==> src/rtl/mfr_pkg.sv <==
// shared types and constants for the matrix flip and rotate engine
// no dependencies
`timescale 1ns / 1ps
package mfr_pkg;
    localparam int MaxDim    = 128;
    localparam int DataWidth = 32;

    localparam logic [1:0] KIND_LOAD  = 2'd0;
    localparam logic [1:0] KIND_XFORM = 2'd1;
    localparam logic [1:0] KIND_READ  = 2'd2;
    localparam logic [1:0] KIND_NOP   = 2'd3;

    localparam logic [1:0] ST_READ   = 2'd0;
    localparam logic [1:0] ST_DONE   = 2'd1;
    localparam logic [1:0] ST_REJECT = 2'd2;

    localparam logic [2:0] OP_FLIP_UD = 3'd1;
    localparam logic [2:0] OP_FLIP_LR = 3'd2;
    localparam logic [2:0] OP_ROT_CW  = 3'd3;
    localparam logic [2:0] OP_ROT_CCW = 3'd4;
    localparam logic [2:0] OP_QUAD_CW = 3'd5;
    localparam logic [2:0] OP_QUAD_CCW = 3'd6;

    typedef struct packed {
        logic [1:0]  kind;
        logic signed [31:0] value;
        logic [2:0]  op;
    } in_item_t;

    typedef struct packed {
        logic signed [31:0] elem_value;
        logic [6:0]  row_index;
        logic [6:0]  col_index;
        logic        last;
        logic [1:0]  status;
    } out_item_t;
endpackage

==> src/rtl/mfr_front.sv <==
// front end: takes command words into a two-entry queue
// depends on mfr_pkg
`timescale 1ns / 1ps
module mfr_front
    import mfr_pkg::*;
(
    input  logic     clk,
    input  logic     rst_n,
    input  logic     start,
    input  in_item_t item,
    output logic     full,
    input  logic     pop,
    output logic     avail,
    output in_item_t head
);
    in_item_t q_reg [2];
    logic       wp_reg, rp_reg;
    logic [1:0] cnt_reg;
    logic       push;

    assign full  = cnt_reg == 2'd2;
    assign push  = start && !full && item.kind != KIND_NOP;
    assign avail = cnt_reg != 2'd0;
    assign head  = q_reg[rp_reg];

    always_ff @(posedge clk)
    begin
        if (push)
            q_reg[wp_reg] <= item;
    end

    always_ff @(posedge clk or negedge rst_n)
    begin
        if (!rst_n)
        begin
            wp_reg <= 1'b0;
            rp_reg <= 1'b0;
            cnt_reg <= 2'd0;
        end
        else
        begin
            if (push)
                wp_reg <= ~wp_reg;
            if (pop)
                rp_reg <= ~rp_reg;
            cnt_reg <= cnt_reg + {1'b0, push} - {1'b0, pop};
        end
    end

    a_no_overflow: assert property (@(posedge clk) disable iff (!rst_n)
        cnt_reg == 2'd2 |-> !(push && !pop)) else $error("queue overflow");
    a_no_underflow: assert property (@(posedge clk) disable iff (!rst_n)
        pop |-> cnt_reg != 2'd0) else $error("queue underflow");
    a_count_bound: assert property (@(posedge clk) disable iff (!rst_n)
        cnt_reg != 2'd3) else $error("queue count");
endmodule

==> config.mk <==
export PLATFORM = sky130hd
export DESIGN_NAME = mfr_front
export DESIGN_NICKNAME = d
export VERILOG_FILES = /design/src/rtl/mfr_pkg.sv /design/src/rtl/mfr_front.sv
export SDC_FILE = /design/constraint.sdc
export NUM_CORES = 1
export LEC_CHECK = 0
export ABC_AREA = 0
export BUFFER_PORTS_ARGS = -buffer_cell sky130_fd_sc_hd__clkbuf_2
export CORE_ASPECT_RATIO = 1.5
export CORE_MARGIN = 3
export CORE_UTILIZATION = 30
export DETAILED_ROUTE_END_ITERATION = 10
export PLACE_DENSITY = 0.59
export SLEW_MARGIN = 20
export SYNTH_ARGS = -nofsm -noshare
export SYNTH_HDL_FRONTEND = slang
export SYNTH_SLANG_ARGS = --single-unit
export TNS_END_PERCENT = 20
==> constraint.sdc <==
create_clock -name clk -period 3.1 [get_ports clk]
set_input_delay 0.155 -clock clk [delete_from_list [all_inputs] [get_ports clk]]
set_output_delay 0.155 -clock clk [all_outputs]
set_load 0.02 [all_outputs]
Yosys cells after proc, flatten, opt, wreduce, memory -nomap -nowiden --
Memories as Yosys holds them, arrays and structs flattened. Index checks and enable logic that the tools add are counted.
Storage, ports and cells: input port bits 41, logic and storage cells 16, memories kept 1, memory bits (writable) 74, register bits 4, output and inout port bits 39
Memories:
- q_reg | words 2, bits a word 37, read ports 1, clocked after Yosys merged registers in 0, wr ports 1, RTL line mfr_front.sv:16 | in_item_t q_reg [2];
Cells by class: bitwise logic cells 2, equal/unequal tests 2, multiplexer cells 2, reduce and logical (&&, ||, !) cells 4, add/subtract/negate cells 2
Operators by type and width (number):
- $add A2 B1 Y2 | 1
- $eq A2 B2 Y1 const B | 1
- $logic_and A1 B1 Y1 | 2
- $mux W1 | 2
- $ne A2 B2 Y1 const B | 1
- $not A1 Y1 | 2
- $reduce_bool A2 Y1 | 1
- $sub A2 B1 Y2 | 1
- $logic_not A1 Y1 | 1

Longest topological paths before layout --
Gate-level depths: netlist of the first run.
depth in word-level cells 6, gate-level depth with buffers 7, mapped depth without buffers 7

Worst setup path after synthesis of the first run --
Ideal clock, no wire load.
kind register to register, start reg cnt_reg[1], end mem q_reg[0][0] in the netlist's numbering (enable), arrival 2.381 ns, clock period less this slack 2.812 ns, data required time 2.669 ns, setup slack 0.288 ns, path buffers 0, cell stages (with the launch flop) 4, path through dfrtp_1 > and2b_1 > nand3b_4 > nor2_1
On the way: word-level cells in the longest chain between the ends 6
RTL lines:
- from (decl) | RTL line mfr_front.sv:18 | logic [1:0] cnt_reg;
- from (signal assigned) | RTL line mfr_front.sv:46 | cnt_reg <= cnt_reg + {1'b0, push} - {1'b0, pop};
- $eq A2 B2 Y1 | RTL line mfr_front.sv:21 | assign full = cnt_reg == 2'd2;
- net full | RTL line mfr_front.sv:11 | output logic full,
- $logic_not A1 Y1 | RTL line mfr_front.sv:22 | assign push = start && !full && item.kind != KIND_NOP;
- $logic_and A1 B1 Y1 (2 in a row) | RTL line mfr_front.sv:22
- $mux W1 | RTL line mfr_front.sv:28 | if (push)
- $mux W1 (not written as such) | RTL line mfr_front.sv:29 | q_reg[wp_reg] <= item;
- to (decl) | RTL line mfr_front.sv:16
The timed path passes the listed nets, and every way through them passes these cells.

==> results of run 1 <==
[worst max-delay path, stage by stage (launching register included)]
cell and delay (ns):
dfrtp_2 0.90, buf_4 0.34, mux2_4 0.31, clkbuf_2 0.15
[logic make-up (layout without fill, tap and decap cells)]
logic type	Yosys count	after routing	synth area share
xor gates and xnor gates	4	4	0.01182
and+or+nand+nor	6	6	0.01519
DFF	78	78	0.7831
muxes	37	37	0.1658
buffers and inverters	6	104	0.01561
adders and majority gates	2	2	0.008437
[cell type report]
type,instances,area (sq um)
tap,112,140.1
multi-input combinational,49,611.8
fill,866,5585
inverter,2,7.507
sequential,78,2323
clock buffer,14,254.0
clock inverter,2,10.01
timing repair buffer,86,483.0
[placed cells by master (no fill, tap or decap), drive strengths merged]
cell,n
and2b,1
buf,3
clkbuf,93
clkinv,2
dfrtp,4
dlygate4sd3,4
edfxtp,74
ha,2
inv,2
mux2,37
nand2,1
nand3b,1
nor2,2
or2,1
xnor2,3
xor2,1
[power by group through the flow]
stage,sequential [W],combinational [W],clock (W)
after floorplan,0.00146,0.000885,0
after global placement,0.00155,0.00113,0
after detailed placement,0.00156,0.00113,0
after CTS,0.00154,0.00114,0.000949
after global routing,0.00156,0.00119,0.00100
final,0.00153,0.00111,0.000914
[worst min path at each step]
stage	end	depth (start not counted)	start	slack, ns
finish	q_reg[1][29]	1	item[29]	0.02
global placement	cnt_reg[1]	1	rst_n	-0.03
CTS	q_reg[1][31]	1	item[31]	0.0005
floorplan	cnt_reg[0]	0	rst_n	-0.14
detailed placement	cnt_reg[1]	1	rst_n	-0.03
global route	q_reg[0][1]	1	item[1]	0.004
[metrics by stage]
step | total power [W] | hold slack (ns)
after floorplan | 0.002340 | -0.1406
after global placement | 0.002675 | -0.02693
after detailed placement | 0.002689 | -0.02701
after CTS | 0.003623 | 0.0005275
after global routing | 0.003747 | 0.004214
final | 0.003551 | 0.01898
[what timing repair did]
action / CTS / global route
buffers inserted: 0 / 0
hold buffers: 4 / 0
endpoints found under the setup margin: 0 / 0
hold endpoints to repair: 10 / 0
[routing by layer]
metal | vias up | GRT usage | wire, um | part of all wire
met4 | 0 | 0.06504 | 135 | 0.027
met5 | - | 0 | 0 | 0
met2 | 44 | 0.1749 | 2798 | 0.56
li1 | 701 | - | - | -
met1 | 739 | 0.09769 | 1821 | 0.36
met3 | 8 | 0.03601 | 239 | 0.048
==> flow_summary_export.csv, run 1 <==
group,metric,value,unit
clocking,cts-buffers-inserted,9,
clocking,post_cts_resized,0,
setup_path,reg2reg_depth,4,
sta,max_freq,0.4568,GHz
global_routing,grt_usage,0.1004,
setup_path,crit_arrival,2.03,ns
flow_run,max_cap_violations,0,
drt,routedWlPerCell,14.56,um
synthesis,synth.top_cells.by_count,"edfxtp_1, mux2_4, mux2_2",
synthesis,ys_ff_latch,78,
floorplan,die_y,127.8,um
synthesis,ys.flop_type,"edfxtp_1",
sta,final_hold_viol_count,0,
sta,clock_skew,0.003900,ns
placed_design,post-place-ws,1.196,ns
synthesis,yosysWarnings,0,
drt,drc_errors,0,
clocking,clockBufferDepth,2,
power_and_ir_drop,ir_drop,0.5359,mV
sta,min_period_over_period,0.7062,
power_and_ir_drop,swShare,0.3045,
global_routing,grt_max_degree,31,
drt,routed_wl,4.995,mm
sta,slew_viol_final,0,
layout,largest_reg_flops,74,
placed_design,dp.cells,323,
clocking,clock-sinks,78,
synthesis,ys_async_sr_fraction,0.05128,
setup_path,r2r-start,"cnt_reg[1]",
global_routing,grt_pass1_vias,1595,
floorplan,die_w,87.18,um
clocking,clkTransAtPathRegs,0.05,ns
synthesis,yosysMostFrequentCell,"edfxtp_1",
synthesis,synth_edf_count,74,
placed_design,place.gp.congestion,0.6641,
setup_path,path_class,"reg -> out",
placed_design,dp_hpwl,3.477,mm
setup_path,worstPathMaxFanout,30,
clocking,clk_latency,0.32,ns
drt,initialDrtViolationCount,92,
drt,ant_nets,0,
layout,layout.nets,269,
synthesis,syn-num-nets,176,
synthesis,synth_area_leaders,"edfxtp_1, mux2_4, mux2_2",
worst_hold_path,holdCritPathClass,"in -> reg",
setup_path,worst_setup_path_start_kind,"register",
clocking,htreeDepth,3,
placed_design,numPortBuffers,79,
synthesis,syn_area,0.002965,sq mm
clocking,cts_root_buf,"clkbuf_16",
floorplan,std_cell_rows,43,
synthesis,synth_area_leader_cell,"edfxtp_1",
power_and_ir_drop,power_density,927.2,mW/mm^2
setup_path,startpoint,"rp_reg",
drt,via_per_inst,4.350,
drt,drt_pass1_iterations,4,
global_routing,overflow,0,
sta,setup-violations-final,0,
layout,num_antenna_cells,0,
power_and_ir_drop,power_frac_clock,0.257,
setup_path,cp.required,2.94,ns
layout,areaGrowthSynthToFinish,29.16,%
global_routing,antenna_found_initial,0,
setup_path,critPathCapture,"head[14]",
power_and_ir_drop,seqPwrFrac,0.431,
setup_path,r2r_end,"q_reg[0][6]",
sta,final.min_clock_period,2.189,ns
floorplan,boundaryPins,80,
sta,setup_tns,0,ns
floorplan,dieArea,0.01114,sq mm
synthesis,synth_top_area_share,0.7494,
floorplan,start_util,0.3150,
placed_design,placed_area,0.003526,sq mm
setup_path,end_kind,"primary output",
synthesis,avgSynthCellArea,22.30,sq um
layout,stdcell_count,343,
sta,maxSlewHeadroom,0.4520,
power_and_ir_drop,switchingPower,0.001081,W
layout,drive_gt1_frac,0.5887,
power_and_ir_drop,leakage,1.518,nW
global_routing,grt_pass1_wl,8.024,mm
drt,vias,1492,
layout,design_area,0.003830,sq mm
synthesis,yosysUniqueCellTypes,15,
synthesis,yosysSeqAreaShare,0.7831,
setup_path,reg2reg_setup_slack,1.29,ns
layout,final_util,0.4068,
sta,tightest_slew,0.8220,ns
sta,worst_slack,0.9109,ns
synthesis,synthCells,133,
power_and_ir_drop,comb_power_share,0.312,
power_and_ir_drop,power.internal,0.002470,W
status,status,"completed",
floorplan,coreArea,0.009415,sq mm
sta,grt_setup_unrepaired,"no",
clocking,cts_tree,"done",
(Power assumes the default switching activity.)
==> inputs of run 2 (changes only) <==
--- a/config.mk
+++ b/config.mk
@@ -11,7 +11,7 @@
 export CORE_MARGIN = 3
 export CORE_UTILIZATION = 30
 export DETAILED_ROUTE_END_ITERATION = 10
-export PLACE_DENSITY = 0.59
+export PLACE_DENSITY = 0.6
 export SLEW_MARGIN = 20
 export SYNTH_ARGS = -nofsm -noshare
 export SYNTH_HDL_FRONTEND = slang
==> constraint.sdc (replaced) <==
create_clock -name clk -period 1.88 [get_ports clk]
set_input_delay 0.094 -clock clk [delete_from_list [all_inputs] [get_ports clk]]
set_output_delay 0.094 -clock clk [all_outputs]
set_load 0.02 [all_outputs]
==> run 2 against run 1 <==
  * Routed wire length is 9.4% higher
  * Count of clock-buffer cells in the layout is 2 lower
  * Critical endpoint is now cnt_reg[1]
  * Largest cell class unchanged
  * Clock skew up 0.0019 ns
  * Setup slack worse by 0.73 ns
==> flow_summary_export.csv, run 2 (synthesis gave the netlist of run 1 again) <==
group,metric,value,unit
status,status,"completed",
global_routing,grt_usage,0.1055,
sta,setup-violations-final,0,
layout,areaGrowthSynthToFinish,40.38,%
sta,max_freq,0.5880,GHz
power_and_ir_drop,finalPower,0.005862,W
sta,grt_setup_unrepaired,"no",
placed_design,dp_hpwl,3.605,mm
floorplan,coreArea,0.009415,sq mm
clocking,htreeDepth,3,
sta,min_period_over_period,0.9046,
sta,setup_tns,0,ns
sta,final_hold_viol_count,0,
setup_path,worst_setup_path_start_kind,"register",
placed_design,numPortBuffers,79,
global_routing,grt_max_degree,24,
clocking,cts_tree,"done",
layout,largest_reg_flops,74,
floorplan,die_w,87.18,um
floorplan,start_util,0.3150,
sta,clock_skew,0.005836,ns
drt,initialDrtViolationCount,75,
global_routing,grt_pass1_wl,8.556,mm
sta,whs,0.09848,ns
flow_run,max_cap_violations,0,
floorplan,std_cell_rows,43,
setup_path,reg2reg_setup_slack,0.18,ns
layout,final_common_cell,"clkbuf_2",
global_routing,overflow,0,
setup_path,cp.required,2.13,ns
clocking,clkTransAtPathRegs,0.05,ns
drt,routed_wl,5.465,mm
layout,final_cell_mix,"clkbuf_2, edfxtp_1, dlygate4sd3_1",
sta,tightest_slew,0.3915,ns
setup_path,end_kind,"register",
setup_path,cpPeakStageDelay,0.39,ns
floorplan,boundaryPins,80,
drt,via_per_inst,4.234,
global_routing,grt_pass1_vias,1753,
power_and_ir_drop,leakage,1.664,nW
setup_path,critical-path-slowest-cell,"dfrtp_1",
setup_path,crit_arrival,1.95,ns
drt,ant_nets,0,
layout,num_antenna_cells,0,
power_and_ir_drop,ir_drop,0.8142,mV
global_routing,antenna_found_initial,0,
power_and_ir_drop,power_density,1408,mW/mm^2
layout,layout.nets,307,
layout,final_util,0.4421,
sta,maxSlewHeadroom,0.7390,
clocking,cts_root_buf,"clkbuf_16",
clocking,clock-sinks,78,
worst_hold_path,holdCritPathClass,"in -> async",
clocking,clockBufferDepth,2,
setup_path,path_cells,"and2b_1, nand3b_4, ha_1, inv_1, ha_1, xnor2_1, xnor2_1",
floorplan,dieArea,0.01114,sq mm
clocking,cts_setup_buffers,0,
sta,slew_viol_final,0,
setup_path,path_class,"reg -> reg",
drt,drc_errors,0,
floorplan,die_y,127.8,um
drt,vias,1609,
clocking,cts-buffers-inserted,9,
layout,drive_gt1_frac,0.5112,
drt,drt_pass1_iterations,3,
placed_design,place.gp.congestion,0.6819,
setup_path,worstPathMaxFanout,4,
drt,routedWlPerCell,14.38,um
sta,final.min_clock_period,1.701,ns
clocking,clk_latency,0.33,ns
==> run 2: cell types whose count changed in the layout (fill, tap and decap cells not counted), sizes merged <==
cell,previous run,this run
buf,3,6
clkbuf,93,91
clkinv,2,3
dlygate4sd3,4,39
==> run 2: worst paths after layout <==
check                                start    endpoint  cells after the start
worst max-delay path            cnt_reg[1]  cnt_reg[1]                      7
worst min-delay path                 rst_n  cnt_reg[0]                      2
worst max register to register  cnt_reg[1]  cnt_reg[1]                      7
worst min register to register  cnt_reg[0]  cnt_reg[0]                      1
max in group asynchronous            rst_n      rp_reg                      2
min in group clk                     start      wp_reg                      3
==> run 2: layout make-up <==
type                    count  area (sq um)
flip-flops and latches     78          2323
multi-input cells          49         611.8
repair buffers            124         830.8
clock buffers              12         236.5
clock inverters             3         12.51
fillers                   828          5253
inverters                   2         7.507
well taps                 112         140.1
==> run 2: where the power goes <==
group	switching, W	internal (W)
registers	0.0000909	0.00229
logic	0.00113	0.000904
clock network	0.000574	0.000874
==> run 2: per-layer routing <==
metal  vias to the layer above  share of wire  GRT usage
li1                        778              -          -
met1                       778           0.35     0.1034
met2                        41           0.56     0.1906
met3                        12          0.060    0.03923
met4                         0          0.022    0.05149
met5                         -              0          0
==> run 2: critical path: cells and delay by family, from the launching register on <==
kind          cells  cell delay, ns
fa+ha+maj         2            0.47
xor+xnor          2            0.33
simple gates      2            0.38
flops             1            0.39
buf+inv           1            0.04
==> run 2: repair_timing <==
| action | 4_1_cts | 5_1_grt |
|---|---|---|
| hold buffers | 39 | 0 |
| hold endpoints to repair | 79 | 0 |
| gates resized for setup | 0 | 0 |
==> run 2: stage by stage <==
stage	std cells	instance area (sq um)	setup slack, ns
6_report	380	4163	0.1794
5_1_grt	380	4163	0.07249
4_1_cts	380	4163	0.1514
3_5_place_dp	326	3523	0.1898
3_3_place_gp	326	3523	0.2608
2_1_floorplan	133	2970	-0.3215
==> inputs of run 3 (changes only) <==
==> constraint.sdc (replaced) <==
create_clock -name clk -period 1.88 [get_ports clk]
set_input_delay 0 -clock clk [delete_from_list [all_inputs] [get_ports clk]]
set_output_delay 0 -clock clk [all_outputs]
set_load 0.02 [all_outputs]
==> run 3 against run 2 <==
  * Clock skew about the same
  * Hold slack got worse by 0.083 ns
  * Non-clock buffer count did not move
==> flow_summary_export.csv, run 3 (synthesis gave the netlist of run 1 again) <==
group,metric,value,unit
status,status,"completed",
setup_path,end_kind,"register",
floorplan,boundaryPins,80,
drt,drc_errors,0,
power_and_ir_drop,leakage,1.707,nW
floorplan,std_cell_rows,43,
sta,min_period_over_period,0.8909,
drt,initialDrtViolationCount,48,
drt,routedWlPerCell,14.74,um
placed_design,post-place-ws,0.2185,ns
floorplan,dieArea,0.01114,sq mm
worst_hold_path,holdCritPathClass,"in -> async",
global_routing,antenna_found_initial,0,
placed_design,numPortBuffers,79,
sta,setup-violations-final,0,
layout,final_common_cell,"clkbuf_2",
layout,areaGrowthSynthToFinish,43.92,%
clocking,cts_tree,"done",
clocking,post_cts_resized,0,
flow_run,max_cap_violations,0,
sta,whs,0.01582,ns
drt,via_per_inst,4.220,
sta,slew_viol_final,0,
global_routing,grt_usage,0.1083,
floorplan,die_w,87.18,um
drt,ant_nets,0,
sta,worst_slack,0.2051,ns
clocking,cts-buffers-inserted,9,
global_routing,globalRouteMet3Util,0.02830,
floorplan,start_util,0.3150,
global_routing,grt_pass1_wl,8.825,mm
layout,largest_reg_flops,74,
sta,clock_skew,0.005646,ns
sta,maxSlewHeadroom,0.8181,
clocking,cts_root_buf,"clkbuf_16",
layout,layout.nets,307,
floorplan,die_y,127.8,um
global_routing,grt_use_met2,0.1973,
clocking,clkTransAtPathRegs,0.06,ns
global_routing,grt_pass1_vias,1824,
drt,drt_pass1_iterations,4,
power_and_ir_drop,power_density,1489,mW/mm^2
placed_design,place.gp.congestion,0.6790,
global_routing,overflow,0,
drt,vias,1608,
setup_path,worst_setup_path_start_kind,"register",
layout,drive_gt1_frac,0.5204,
clocking,cts_hold_buffers,40,
sta,grt_setup_unrepaired,"no",
setup_path,crit_arrival,1.92,ns
clocking,clock-sinks,78,
setup_path,reg2reg_setup_slack,0.21,ns
sta,final.min_clock_period,1.675,ns
global_routing,grt.met1_usage,0.1078,
global_routing,busiest_layer,"met2",
power_and_ir_drop,ir_drop,0.8014,mV
layout,final_cell_mix,"clkbuf_2, edfxtp_1, dlygate4sd3_1",
floorplan,coreArea,0.009415,sq mm
sta,max_freq,0.5971,GHz
sta,tightest_slew,0.2729,ns
clocking,cts_setup_buffers,0,
layout,num_antenna_cells,0,
sta,final_hold_viol_count,0,
setup_path,worstPathMaxFanout,4,
clocking,clk_latency,0.32,ns
setup_path,cp.required,2.12,ns
drt,routed_wl,5.617,mm
clocking,htreeDepth,3,
clocking,clockBufferDepth,2,
setup_path,path_class,"reg -> reg",
global_routing,grt_max_degree,38,
## run 3: final cells by class
class                   instances  area, sq um
well taps                     112        140.1
repair buffers                124        845.8
flip-flops and latches         78         2323
inverters                       2        7.507
fillers                       799         5147
clock inverters                 6        110.1
clock buffers                  10        229.0
multi-input cells              49        611.8
## run 3: path summary, 6_finish.rpt
kind | to | cells after the start | from
min in group clk | q_reg[1][2] | 2 | item[2]
max reg2reg | cnt_reg[1] | 7 | cnt_reg[1]
min reg2reg | rp_reg | 1 | rp_reg
max in group asynchronous | rp_reg | 2 | rst_n
min | rp_reg | 2 | rst_n
max | cnt_reg[1] | 7 | cnt_reg[1]
## run 3: metrics by stage
stage / setup TNS [ns] / total power, W / std cells / cell area [sq um] / utilization
6_report: 0 / 0.006355 / 381 / 4268 / 0.4533
5_1_grt: 0 / 0.006662 / 381 / 4268 / 0.4533
4_1_cts: 0 / 0.006458 / 381 / 4268 / 0.4533
3_5_place_dp: 0 / 0.004459 / 325 / 3528 / 0.3748
3_3_place_gp: 0 / 0.004432 / 325 / 3528 / 0.3748
2_1_floorplan: -23.79 / 0.003858 / 133 / 2970 / -
## run 3: critical path, stage by stage, from the launching register on
cell and delay, ns:
dfrtp_1 0.40, and2b_1 0.18, nand3b_4 0.20, ha_1 0.29, inv_1 0.04, ha_1 0.17, xnor2_1 0.17, xnor2_1 0.14
## run 3: power breakdown
group          total, W  internal [W]  switching [W]
registers       0.00239       0.00229       0.000101
logic           0.00205      0.000921        0.00113
clock network   0.00192       0.00129       0.000626
total           0.00636       0.00450        0.00185
## run 3: per-layer routing
layer / vias to the layer above / part of all wire
met2: 44 / 0.57
li1: 777 / -
met1: 779 / 0.36
met4: 0 / 0.025
met5: - / 0
met3: 8 / 0.039
